--- config.mk ---
export PLATFORM = sky130hd
export DESIGN_NAME = subset_sum_backtrack_search
export DESIGN_NICKNAME = d
export VERILOG_FILES = /design/src/rtl/core/ssbs_pkg.sv /design/src/rtl/core/subset_sum_backtrack_search.sv
export VERILOG_INCLUDE_DIRS = /design/src /design/src/rtl/core
export SDC_FILE = /design/constraint.sdc
export NUM_CORES = 1
export LEC_CHECK = 0
export ABC_CLOCK_PERIOD_IN_PS = 15190
export BUFFER_PORTS_ARGS = -buffer_cell sky130_fd_sc_hd__clkbuf_2
export CAP_MARGIN = 20
export CORE_ASPECT_RATIO = 0.8
export CORE_UTILIZATION = 35
export DETAILED_ROUTE_END_ITERATION = 16
export PLACE_DENSITY = 0.51
export SYNTH_ARGS = -nofsm -noshare
export SYNTH_HDL_FRONTEND = slang
export SYNTH_SLANG_ARGS = --single-unit
--- constraint.sdc ---
create_clock -name i_clk -period 15.19 [get_ports i_clk]
set_input_delay 0 -clock i_clk [delete_from_list [all_inputs] [get_ports i_clk]]
set_output_delay 0 -clock i_clk [all_outputs]
set_load 0.05 [all_outputs]
--- src/rtl/core/subset_sum_backtrack_search_assert.svh ---
// ============================================================================
// Subset-sum search assertion macros
// Shared assertion forms for the subset-sum backtracking search. They expect
// i_clk and i_rst_n in the scope where they are used.
// ============================================================================
`ifndef SUBSET_SUM_BACKTRACK_SEARCH_ASSERT_SVH
`define SUBSET_SUM_BACKTRACK_SEARCH_ASSERT_SVH

// Same-cycle implication, checked outside reset.
`define SSBS_ASSERT_NOW(lbl, ante, cons, msg) \
    lbl: assert property (@(posedge i_clk) disable iff (!i_rst_n) \
        (ante) |-> (cons)) else $error(msg);

// Next-cycle implication, checked outside reset.
`define SSBS_ASSERT_NEXT(lbl, ante, cons, msg) \
    lbl: assert property (@(posedge i_clk) disable iff (!i_rst_n) \
        (ante) |=> (cons)) else $error(msg);

`endif

--- src/rtl/core/ssbs_pkg.sv ---
// ============================================================================
// Subset-sum search package
// Field widths, parameter defaults and the sequencer state type.
// ============================================================================
`timescale 1ns / 1ps

package ssbs_pkg;

    localparam int TARGET_W         = 20;
    localparam int FIELD_W          = 16;
    localparam int MAX_ELEMENTS_DEF = 16;
    localparam int VALUE_BITS_DEF   = 16;

    typedef enum logic [2:0] {
        S_IDLE,
        S_SCAN,
        S_TRY,
        S_POP,
        S_RESTORE,
        S_EMIT_RD,
        S_EMIT,
        S_MISS
    } t_state;

endpackage

--- src/rtl/core/subset_sum_backtrack_search.sv ---
// ============================================================================
// Subset-sum backtracking search
// Stores a set of element values and searches depth first for the first set
// of them, taken in ascending index order, whose sum equals the target.
// ============================================================================
// Usage:
// The target sum is written through i_cfg_we / i_cfg_data while the block is
// idle. Element values then arrive on the input channel, one word per cycle;
// a word is taken when i_in_valid is high and o_in_stall is low. The word
// carrying i_last_element starts the search, and o_in_stall stays high until
// every result of that run has been loaded into the output register.
// The search walks a pick stack: each candidate index takes a scan step for
// the element store read and a try step on the shared add/subtract unit, and
// each backtrack takes the scan that finds the level exhausted, the pick
// stack read, then the restore. The number of steps therefore ranges
// from a few per element to exponential in the number of stored elements.
// Results then leave one word at a time while the receiver does not stall:
// one word per picked element with found set, each read from the pick stack
// and then emitted, or a single word with found clear when no set exists.
// An output stall holds the output register and the sequencer when it emits.
// Reset is synchronous; it empties the element set, clears the target and
// drops any pending result. No clearing pass is needed after reset.
// ============================================================================
`timescale 1ns / 1ps

`include "subset_sum_backtrack_search_assert.svh"

module subset_sum_backtrack_search #(
    parameter int MAX_ELEMENTS = ssbs_pkg::MAX_ELEMENTS_DEF,
    parameter int VALUE_BITS   = ssbs_pkg::VALUE_BITS_DEF
) (
    input  logic                         i_clk,
    input  logic                         i_rst_n,
    // Configuration: target sum
    input  logic                         i_cfg_we,
    input  logic [ssbs_pkg::TARGET_W-1:0] i_cfg_data,
    // Input channel
    input  logic                         i_in_valid,
    output logic                         o_in_stall,
    input  logic [ssbs_pkg::FIELD_W-1:0]  i_element_value,
    input  logic                         i_last_element,
    // Output channel
    output logic                         o_out_valid,
    input  logic                         i_out_stall,
    output logic                         o_found,
    output logic [ssbs_pkg::FIELD_W-1:0]  o_picked_value,
    output logic                         o_last_result
);

    import ssbs_pkg::*;

    // Counters must hold MAX_ELEMENTS itself; addresses only reach below it.
    localparam int CNT_W = $clog2(MAX_ELEMENTS + 1);
    localparam int IDX_W = (MAX_ELEMENTS > 1) ? $clog2(MAX_ELEMENTS) : 1;
    localparam int SUM_W = (VALUE_BITS > TARGET_W) ? VALUE_BITS : TARGET_W;

    // Element store and pick stack (index and value of each pick).
    logic [VALUE_BITS-1:0] r_store   [MAX_ELEMENTS];
    logic [IDX_W-1:0]      r_stk_idx [MAX_ELEMENTS];
    logic [VALUE_BITS-1:0] r_stk_val [MAX_ELEMENTS];

    logic [VALUE_BITS-1:0] r_store_rd;
    logic [IDX_W-1:0]      r_stk_rd_idx;
    logic [VALUE_BITS-1:0] r_stk_rd_val;

    t_state                r_state,     n_state;
    logic [TARGET_W-1:0]   r_target,    n_target;
    logic [TARGET_W-1:0]   r_rem,       n_rem;
    logic [CNT_W-1:0]      r_count,     n_count;
    logic [CNT_W-1:0]      r_idx,       n_idx;
    logic [CNT_W-1:0]      r_depth,     n_depth;
    logic [CNT_W-1:0]      r_out_ptr,   n_out_ptr;
    logic                  r_out_valid, n_out_valid;
    logic                  r_out_found, n_out_found;
    logic [FIELD_W-1:0]    r_out_value, n_out_value;
    logic                  r_out_last,  n_out_last;

    logic                  in_accept;
    logic                  store_we;
    logic                  push_en;
    logic                  out_free;
    logic [31:0]           in_ext;
    logic [31:0]           pick_ext;
    logic [CNT_W-1:0]      depth_m1;
    logic [IDX_W-1:0]      stk_raddr;

    // Shared add/subtract unit on the remaining sum.
    logic [VALUE_BITS-1:0] alu_b;
    logic                  alu_sub;
    logic [SUM_W:0]        alu_res;
    logic                  fits;
    logic                  hit;

    assign in_accept = i_in_valid && !o_in_stall;
    assign out_free  = !r_out_valid || !i_out_stall;
    assign store_we  = in_accept && (r_count < CNT_W'(MAX_ELEMENTS));
    assign in_ext    = 32'(i_element_value);
    assign pick_ext  = 32'(r_stk_rd_val);
    assign depth_m1  = r_depth - CNT_W'(1);
    assign stk_raddr = (r_state == S_POP) ? depth_m1[IDX_W-1:0] : r_out_ptr[IDX_W-1:0];

    assign alu_sub = (r_state == S_TRY);
    assign alu_b   = alu_sub ? r_store_rd : r_stk_rd_val;
    assign alu_res = alu_sub ? ({1'b0, SUM_W'(r_rem)} - {1'b0, SUM_W'(alu_b)})
                             : ({1'b0, SUM_W'(r_rem)} + {1'b0, SUM_W'(alu_b)});
    // A borrow out of the subtraction means the candidate exceeds the rest.
    assign fits    = !alu_res[SUM_W];
    assign hit     = (alu_res == '0);

    always_comb begin
        n_state     = r_state;
        n_target    = r_target;
        n_rem       = r_rem;
        n_count     = r_count;
        n_idx       = r_idx;
        n_depth     = r_depth;
        n_out_ptr   = r_out_ptr;
        n_out_valid = r_out_valid && i_out_stall;
        n_out_found = r_out_found;
        n_out_value = r_out_value;
        n_out_last  = r_out_last;
        push_en     = 1'b0;
        o_in_stall  = (r_state != S_IDLE);

        if (i_cfg_we) begin
            n_target = i_cfg_data;
        end

        unique case (r_state)
            S_IDLE: begin
                if (in_accept) begin
                    if (store_we) begin
                        n_count = r_count + CNT_W'(1);
                    end
                    if (i_last_element) begin
                        n_rem   = r_target;
                        n_idx   = '0;
                        n_depth = '0;
                        n_state = S_SCAN;
                    end
                end
            end
            S_SCAN: begin
                // The store is read at r_idx at the end of this cycle.
                if (r_idx < r_count) begin
                    n_state = S_TRY;
                end else if (r_depth == '0) begin
                    n_state = S_MISS;
                end else begin
                    n_state = S_POP;
                end
            end
            S_TRY: begin
                n_idx   = r_idx + CNT_W'(1);
                n_state = S_SCAN;
                if (fits) begin
                    push_en = 1'b1;
                    n_depth = r_depth + CNT_W'(1);
                    n_rem   = alu_res[TARGET_W-1:0];
                    if (hit) begin
                        n_out_ptr = '0;
                        n_state   = S_EMIT_RD;
                    end
                end
            end
            S_POP: begin
                n_state = S_RESTORE;
            end
            S_RESTORE: begin
                n_rem   = alu_res[TARGET_W-1:0];
                n_idx   = CNT_W'(r_stk_rd_idx) + CNT_W'(1);
                n_depth = depth_m1;
                n_state = S_SCAN;
            end
            S_EMIT_RD: begin
                n_state = S_EMIT;
            end
            S_EMIT: begin
                if (out_free) begin
                    n_out_valid = 1'b1;
                    n_out_found = 1'b1;
                    n_out_value = pick_ext[FIELD_W-1:0];
                    n_out_last  = ((r_out_ptr + CNT_W'(1)) == r_depth);
                    n_out_ptr   = r_out_ptr + CNT_W'(1);
                    if ((r_out_ptr + CNT_W'(1)) == r_depth) begin
                        n_count = '0;
                        n_state = S_IDLE;
                    end else begin
                        n_state = S_EMIT_RD;
                    end
                end
            end
            S_MISS: begin
                if (out_free) begin
                    n_out_valid = 1'b1;
                    n_out_found = 1'b0;
                    n_out_value = '0;
                    n_out_last  = 1'b1;
                    n_count     = '0;
                    n_state     = S_IDLE;
                end
            end
            default: begin
                n_state = S_IDLE;
            end
        endcase
    end

    always_ff @(posedge i_clk) begin
        if (!i_rst_n) begin
            r_state     <= S_IDLE;
            r_target    <= '0;
            r_rem       <= '0;
            r_count     <= '0;
            r_idx       <= '0;
            r_depth     <= '0;
            r_out_ptr   <= '0;
            r_out_valid <= 1'b0;
        end else begin
            r_state     <= n_state;
            r_target    <= n_target;
            r_rem       <= n_rem;
            r_count     <= n_count;
            r_idx       <= n_idx;
            r_depth     <= n_depth;
            r_out_ptr   <= n_out_ptr;
            r_out_valid <= n_out_valid;
        end
    end

    always_ff @(posedge i_clk) begin
        r_out_found <= n_out_found;
        r_out_value <= n_out_value;
        r_out_last  <= n_out_last;
    end

    // Element store: one write port, one registered read port.
    always_ff @(posedge i_clk) begin
        if (store_we) begin
            r_store[r_count[IDX_W-1:0]] <= in_ext[VALUE_BITS-1:0];
        end
        r_store_rd <= r_store[r_idx[IDX_W-1:0]];
    end

    // Pick stack: pushed in the try step, read for backtracking and output.
    always_ff @(posedge i_clk) begin
        if (push_en) begin
            r_stk_idx[r_depth[IDX_W-1:0]] <= r_idx[IDX_W-1:0];
            r_stk_val[r_depth[IDX_W-1:0]] <= r_store_rd;
        end
        r_stk_rd_idx <= r_stk_idx[stk_raddr];
        r_stk_rd_val <= r_stk_val[stk_raddr];
    end

    assign o_out_valid    = r_out_valid;
    assign o_found        = r_out_found;
    assign o_picked_value = r_out_value;
    assign o_last_result  = r_out_last;

    `SSBS_ASSERT_NOW(a_depth_le_count, (r_state != S_IDLE), (r_depth <= r_count), "pick stack deeper than element set")
    `SSBS_ASSERT_NOW(a_try_in_range, (r_state == S_TRY), (r_idx < r_count), "candidate index beyond element set")
    `SSBS_ASSERT_NOW(a_emit_rem_zero, (r_state == S_EMIT_RD), (r_rem == '0), "emitting a set that misses the target")
    `SSBS_ASSERT_NOW(a_miss_empty_stack, (r_state == S_MISS), (r_depth == '0), "no-solution result with picks on the stack")
    `SSBS_ASSERT_NEXT(a_last_ends_run, (r_state == S_EMIT && out_free && n_out_last), (r_state == S_IDLE && o_out_valid && o_last_result), "final result did not end the run")

endmodule
**Word-level counts from Yosys, hierarchy flattened**

Memory sizes are Yosys's and may differ from the RTL's. A register that Yosys moved wholly into a read port is not among the register bits.
Index checks and enable logic that the tools add are counted.

- Add/subtract/negate cells: 8
- Magnitude comparators: 2
- Equal/unequal tests: 16
- Multiplexer cells: 48
- Reductions and logical operators: 22

Operator list:

| cell | count |
|---|---|
| 20-bit 2-to-1 mux | 3 |
| 20-bit case mux with 3 select lines | 1 |
| 5-bit 2-to-1 mux | 11 |
| 16-bit 2-to-1 mux | 3 |
| 5-bit case mux with 3 select lines | 3 |
| 16-bit case mux with 2 select lines | 1 |
| 3-bit 2-to-1 mux | 9 |
| 3-bit case mux with 8 select lines | 1 |
| 20-bit by 16-bit adder with 21-bit output | 1 |
| 21-bit zero test | 1 |
| 21-bit 2-to-1 mux | 1 |
| 20-bit by 16-bit subtractor with 21-bit output | 1 |
| 5-bit by 1-bit adder with 5-bit output (second input constant) | 4 |
| 2-bit != test (second input constant) | 7 |
| 3-bit equality test (second input constant) | 4 |
| 4-bit AND reduction | 3 |
| 1-bit 2-to-1 mux | 11 |
| 5-bit case mux with 2 select lines | 1 |
| 3-bit nonzero test | 3 |
| 3-bit by 2-bit equality test with 1-bit output (second input constant) | 2 |
| 3-bit AND reduction | 2 |
| 6-bit AND reduction | 1 |
| 4-bit by 1-bit adder with 5-bit output (second input constant) | 1 |
| 5-bit equality test | 1 |
| other kinds (14) | 20 |

- Register bits: 82
- Bits in writable memories: 576
- Input bits: 42
- Logic and storage cells: 110
- Memories kept: 3

Memories:

| name | words | bits a word | read ports | clocked after Yosys merged registers in | wr ports | RTL line | RTL |
|---|---|---|---|---|---|---|---|
| r_stk_val | 16 | 16 | 1 | 1 | 1 | subset_sum_backtrack_search.sv:60 | `logic [VALUE_BITS-1:0] r_stk_val [MAX_ELEMENTS];` |
| r_store | 16 | 16 | 1 | 1 | 1 | subset_sum_backtrack_search.sv:58 | `logic [VALUE_BITS-1:0] r_store [MAX_ELEMENTS];` |
| r_stk_idx | 16 | 4 | 1 | 1 | 1 | subset_sum_backtrack_search.sv:59 | `logic [IDX_W-1:0] r_stk_idx [MAX_ELEMENTS];` |

**Logic depth before layout (Yosys ltp)**

- Word-level depth: 8
- Depth in mapped cells: 22
- Gate-level depth less buffers: 17

**Worst setup path before layout**

No wires, ideal clock.

- Path type: reg-to-reg
- Start point: register r_state[2]
- End point: memory r_stk_idx[15][0] (netlist bit), enable pin
- Arrival time: 5062 ps
- Required time: 14793 ps
- Slack: 9732 ps
- Stages on the path, launching flop included: 20
- Buffers on the path: 4
- Cells stage by stage: dfxtp_1 > buf_2 > nor3b_4 > clkbuf_1 > buf_1 > mux2i_1 > ha_1 > o221a_4 > nand2_1 > xnor2_1 > nand2_1 > o21ai_0 > ha_1 > clkbuf_1 > nand4_1 > or4_4 > and2_1 > nor2_1 > nand2_1 > nor2_1

- Word-level cells in the longest chain between the ends: 8
- Elaborated cells on any way between the ends: 9
- Classes of those cells: add/sub: 2; eq/ne: 1; mux: 6

Ends and longest elaborated chain:

| item | RTL line | RTL |
|---|---|---|
| start, declared | subset_sum_backtrack_search.sv:66 | `t_state r_state, n_state;` |
| start signal, assigned | subset_sum_backtrack_search.sv:220 | `r_state <= n_state;` |
| 3-bit by 2-bit equality test with 1-bit output (*) | subset_sum_backtrack_search.sv:102, subset_sum_backtrack_search.sv:129 |  |
| 16-bit 2-to-1 mux | subset_sum_backtrack_search.sv:103 | `assign alu_b = alu_sub ? r_store_rd : r_stk_rd_val;` |
| 20-bit by 16-bit adder with 21-bit output or 20-bit by 16-bit subtractor with 21-bit output (tied branches) | subset_sum_backtrack_search.sv:105, subset_sum_backtrack_search.sv:104 |  |
| 21-bit 2-to-1 mux | subset_sum_backtrack_search.sv:104 | `assign alu_res = alu_sub ? ({1'b0, SUM_W'(r_rem)} - {1'b0, SUM_W'(alu_b)})` |
| 1-bit 2-to-1 mux | subset_sum_backtrack_search.sv:156 | `if (fits) begin` |
| 1-bit 2-to-1 mux (*) | subset_sum_backtrack_search.sv:129 | `unique case (r_state)` |
| 1-bit 2-to-1 mux (*) | subset_sum_backtrack_search.sv:247 | `if (push_en) begin` |
| 1-bit 2-to-1 mux (not written as such) (*) | subset_sum_backtrack_search.sv:248 | `r_stk_idx[r_depth[IDX_W-1:0]] <= r_idx[IDX_W-1:0];` |
| end, declared | subset_sum_backtrack_search.sv:59 |  |

Mark *: on every way between the ends. The rest lies on a longest branch, timed or not.

**Worst setup path after layout**

- Start point: register r_store_rd[3], read port of r_store
- End point: memory r_stk_val[9][11] (netlist bit), enable pin

- Word-level cells in the longest chain between the ends: 7
- Elaborated cells on any way between the ends: 8
- Classes of those cells: add/sub: 2; mux: 6

Ends and longest elaborated chain:

| item | RTL line | RTL |
|---|---|---|
| start, declared | subset_sum_backtrack_search.sv:62 | `logic [VALUE_BITS-1:0] r_store_rd;` |
| 16-bit 2-to-1 mux (*) | subset_sum_backtrack_search.sv:103 |  |
| 20-bit by 16-bit adder with 21-bit output or 20-bit by 16-bit subtractor with 21-bit output (tied branches) | subset_sum_backtrack_search.sv:105, subset_sum_backtrack_search.sv:104 |  |
| 21-bit 2-to-1 mux (*) | subset_sum_backtrack_search.sv:104 |  |
| 1-bit 2-to-1 mux (*) | subset_sum_backtrack_search.sv:156 |  |
| 1-bit 2-to-1 mux (*) | subset_sum_backtrack_search.sv:129 |  |
| 1-bit 2-to-1 mux (*) | subset_sum_backtrack_search.sv:247 |  |
| 1-bit 2-to-1 mux (not written as such) (*) | subset_sum_backtrack_search.sv:249 | `r_stk_val[r_depth[IDX_W-1:0]] <= r_store_rd;` |
| end, declared | subset_sum_backtrack_search.sv:60 |  |

Marks and branches as above.

==> results by group <==
Synth
  – Seq cells post-synth: 694
  – Fraction of registers with async set/reset: 0
  – Post-synth net total: 2057
  – Warnings from Yosys: 0
  – Synth Flop Type: edfxtp_1
  – Synth unique cells: 69
  – Syn Inst Count: 1978
  – Post-Syn Area per Cell: 14.49 sq um
  – Cell Area, Synth: 28660 sq um
  – Post-synth EDFFs: 594
  – Sequential element share of the synthesized area: 0.6923

Floorplanning
  – Initial Util: 0.3549
  – Core Region: 80760 sq um
  – Die Height: 257.9 um
  – Top Ports: 62
  – Die width: 321.9 um
  – FP Rows: 93
  – Die Area: 83040 sq um

Placed design
  – Routability cong.: 0.8761
  – Dpl hpwl: 45910 um
  – Port Buf Inserts: 61
  – # placed instances: 3056

Detailed routing
  – Vias per inst: 5.320
  – Wire per inst: 22.95 um
  – Number of DRC markers in iteration 0: 1576
  – First-pass detailed-route iteration total: 7
  – Vias: 17.22k
  – DRC viols: 0
  – DRT Wirelength: 74280 um
  – Antenna-violating nets left: 0

Clock tree
  – Clock buffer depth: 3
  – Post-CTS sizing: 0
  – TritonCTS Buffers: 70
  – Clock Sinks: 694
  – CTS root buf: clkbuf_16
  – CTS tree: built
  – Clock Latency Late Sink: 0.63 ns
  – Maximum level of the CTS H-tree: 3
  – Clk pin slew, worst setup/hold paths: 0.06 ns

Worst hold path
  – Hold Path Origin: i_in_valid
  – Worst min path class: input pin to register

Power and ir drop
  – Peak supply drop: 0.07945 mV
  – Comb pwr share: 0.171
  – Clock power frac: 0.357
  – Internal Power: 3.535 mW
  – Pleak: 10.94 nW
  – PD cells: 147.4 nW/um^2
  – Sw Ratio: 0.2802
  – Switch Pwr: 1.376 mW
  – Flop pwr share: 0.472

Timing
  – Worst slew margin: 0.2021
  – Max-slew violation count: 0
  – Final hold vios: 0
  – Period utilisation layout: 0.3929
  – Setup TNS Final: 0 ns
  – Final setup fails: 0
  – Clk_skew: 0.02573 ns
  – Upper clock frequency limit: 0.1675 GHz
  – Unrepaired setup endpoints after global routing: no
  – Slew of the pin with the lowest slew margin: 1.190 ns
  – Min Clock Period, post-route: 5.968 ns

Worst setup path
  – CP startpoint: r_store_rd[3]$_DFF_P_
  – Crit path DAT: 6.20 ns
  – Setup CP Type: register to register
  – Top delay family on crit path: simple AND/OR/NAND/NOR gates
  – Worst Path Buf+Inv: 0
  – Maximum fanout along the worst path: 20
  – R2r startpoint: r_store_rd[3]$_DFF_P_
  – CP max-delay cell: nor2_2
  – Slowest stage delay, CP: 0.87 ns
  – Crit end category: register
  – Setup crit start kind: register
  – Cell Chain, Critical Path: or3_1 > nor3_1 > o221ai_1 > o21bai_1 > o21bai_1 > nor3_2 > xnor2_1 > mux2i_1 > ha_1 > nand4_1 > or4_4 > and2_1 > nor2_1 > nand2_1 > nor2_2
  – CP dominant cell by count: o21bai_1
  – Required time of the critical path: 15.42 ns

Final layout
  – Area occupied by multi-input gates: 8397 sq um
  – Layout filler cell count: 7411
  – Register area: 19850 sq um
  – Final non-filler cell total: 3236
  – N_diodes: 0
  – Layout area overhead: 16.26%
  – Share of cells above drive strength 1: 0.1665
  – # nets final: 2165

Status
  – Status: finished, final reports clean

Global route
  – First-pass GRT wire length: 110000 um
  – Total GRT Usage: 0.1783
  – Largest net degree at the start of global routing: 81
  – Initial antenna violation count: 2
  – Grt total ovfl: 0
  – Vias in the first global route: 16.89k

Flow run
  – Maxcap violations: 0
-- flip-flops by register name (all words and copies together) (netlist names) --
signal / count
r_stk_val: 256
r_store: 256
r_stk_idx: 64
r_rem: 20
r_target: 20
o_picked_value: 16
r_stk_rd_val: 16
r_store_rd: 16
r_count: 5
r_depth: 5
r_idx: 5
r_out_ptr: 5
r_stk_rd_idx: 4
r_state: 3
o_found: 1
o_last_result: 1
o_out_valid: 1
-- per-layer routing --
layer / up-vias / GRT usage / part of all wire
met1: 8798 / 0.2632 / 0.48
met3: 109 / 0.03945 / 0.062
met5: - / 0 / 0.00018
met2: 468 / 0.2619 / 0.44
li1: 7838 / - / -
met4: 2 / 0.05212 / 0.023
-- power by group through the flow --
stage | clock (mW) | combinational (mW) | sequential, mW
6_report | 1.75 | 0.840 | 2.32
5_1_grt | 1.86 | 0.916 | 2.33
4_1_cts | 1.79 | 0.845 | 2.32
3_5_place_dp | 0 | 0.833 | 2.36
3_3_place_gp | 0 | 0.828 | 2.36
2_1_floorplan | 0 | 0.520 | 2.34
-- Yosys cell counts, drive strengths merged, types with 34 or more instances --
cell type / n / share of area
dfxtp: 100 / 0.070
mux4: 80 / 0.063
edfxtp: 594 / 0.62
ha: 36 / 0.016
nor2: 103 / 0.013
a31oi: 45 / 0.0098
a21oi: 92 / 0.016
and2: 101 / 0.022
nand2: 253 / 0.033
a211oi: 111 / 0.029
nor3: 34 / 0.0067
clkbuf: 99 / 0.013
o21ai: 45 / 0.0079
a311oi: 46 / 0.014
-- cells in the final DEF, fill, tap and decap left out, drive strengths merged, types with 7 or more instances in the layout --
master,count
a21oi,92
dlygate4sd3,40
dfxtp,100
nand2b,7
clkinv,23
edfxtp,594
a21o,11
nand2,253
a31oi,45
ha,36
nor3,34
nand3,11
mux4,80
clkbuf,159
buf,59
a311oi,46
o21ai,45
xor2,20
a211oi,111
mux2i,29
xnor2,23
o21a,8
nor2,103
and2,101
inv,23
or3,11
-- final cells by class --
cell class / instances / area share
Sequential cell: 694 / 0.5957
Clock buffer: 97 / 0.05869
Multi-Input combinational cell: 1140 / 0.2520
Clock inverter: 33 / 0.01097
Inverter: 19 / 0.002140
Timing Repair Buffer: 161 / 0.03947
Tap cell: 1092 / 0.04101
-- metrics by stage --
stage | cell area, sq um | hold WS [ns] | utilization | setup slack [ns] | total power [mW]
after CTS | 33160 | 0.04128 | 0.4107 | 9.149 | 4.955
after global routing | 33320 | 0.08225 | 0.4126 | 8.817 | 5.109
final | 33320 | 0.07992 | 0.4126 | 9.222 | 4.911
after detailed placement | 30440 | 0.2437 | 0.3770 | 9.161 | 3.194
after global placement | 30320 | 0.2382 | 0.3754 | 9.259 | 3.185
after floorplan | 28660 | 0.09887 | - | 9.732 | 2.860
-- worst min-delay path, delay by kind of cell --
| family | cells | cell delay, ns |
|---|---|---|
| buffers and inverters | 1 | 0.12 |
| AND/OR/NAND/NOR | 2 | 0.29 |
| AO/OA/AOI/OAI | 1 | 0.23 |
-- final timing paths --
| check | endpoint | slack, ns | cells after the start |
|---|---|---|---|
| max | r_stk_val[9][11]$_DFFE_PP_ | 9.22 | 15 |
| min | r_count[1]$_SDFFE_PN0P_ | 0.08 | 4 |
| max reg2reg | r_stk_val[9][11]$_DFFE_PP_ | 9.22 | 15 |
| min reg2reg | r_rem[0]$_SDFFE_PN0P_ | 0.45 | 2 |
-- kinds of logic after synthesis --
logic type,after synthesis,share of synthesized area
flops,694,0.6923
xor+xnor,43,0.01314
simple gates,548,0.08920
buf+inv,144,0.01995
compound gates,403,0.09605
mux,109,0.07300
fa+ha+maj,37,0.01642
-- timing repair --
item / CTS / global route
hold endpoints to repair: 291 / 0
setup buffers: 0 / 0
hold buffers: 40 / 0
No activity file was read; power rests on OpenSTA's default activity.
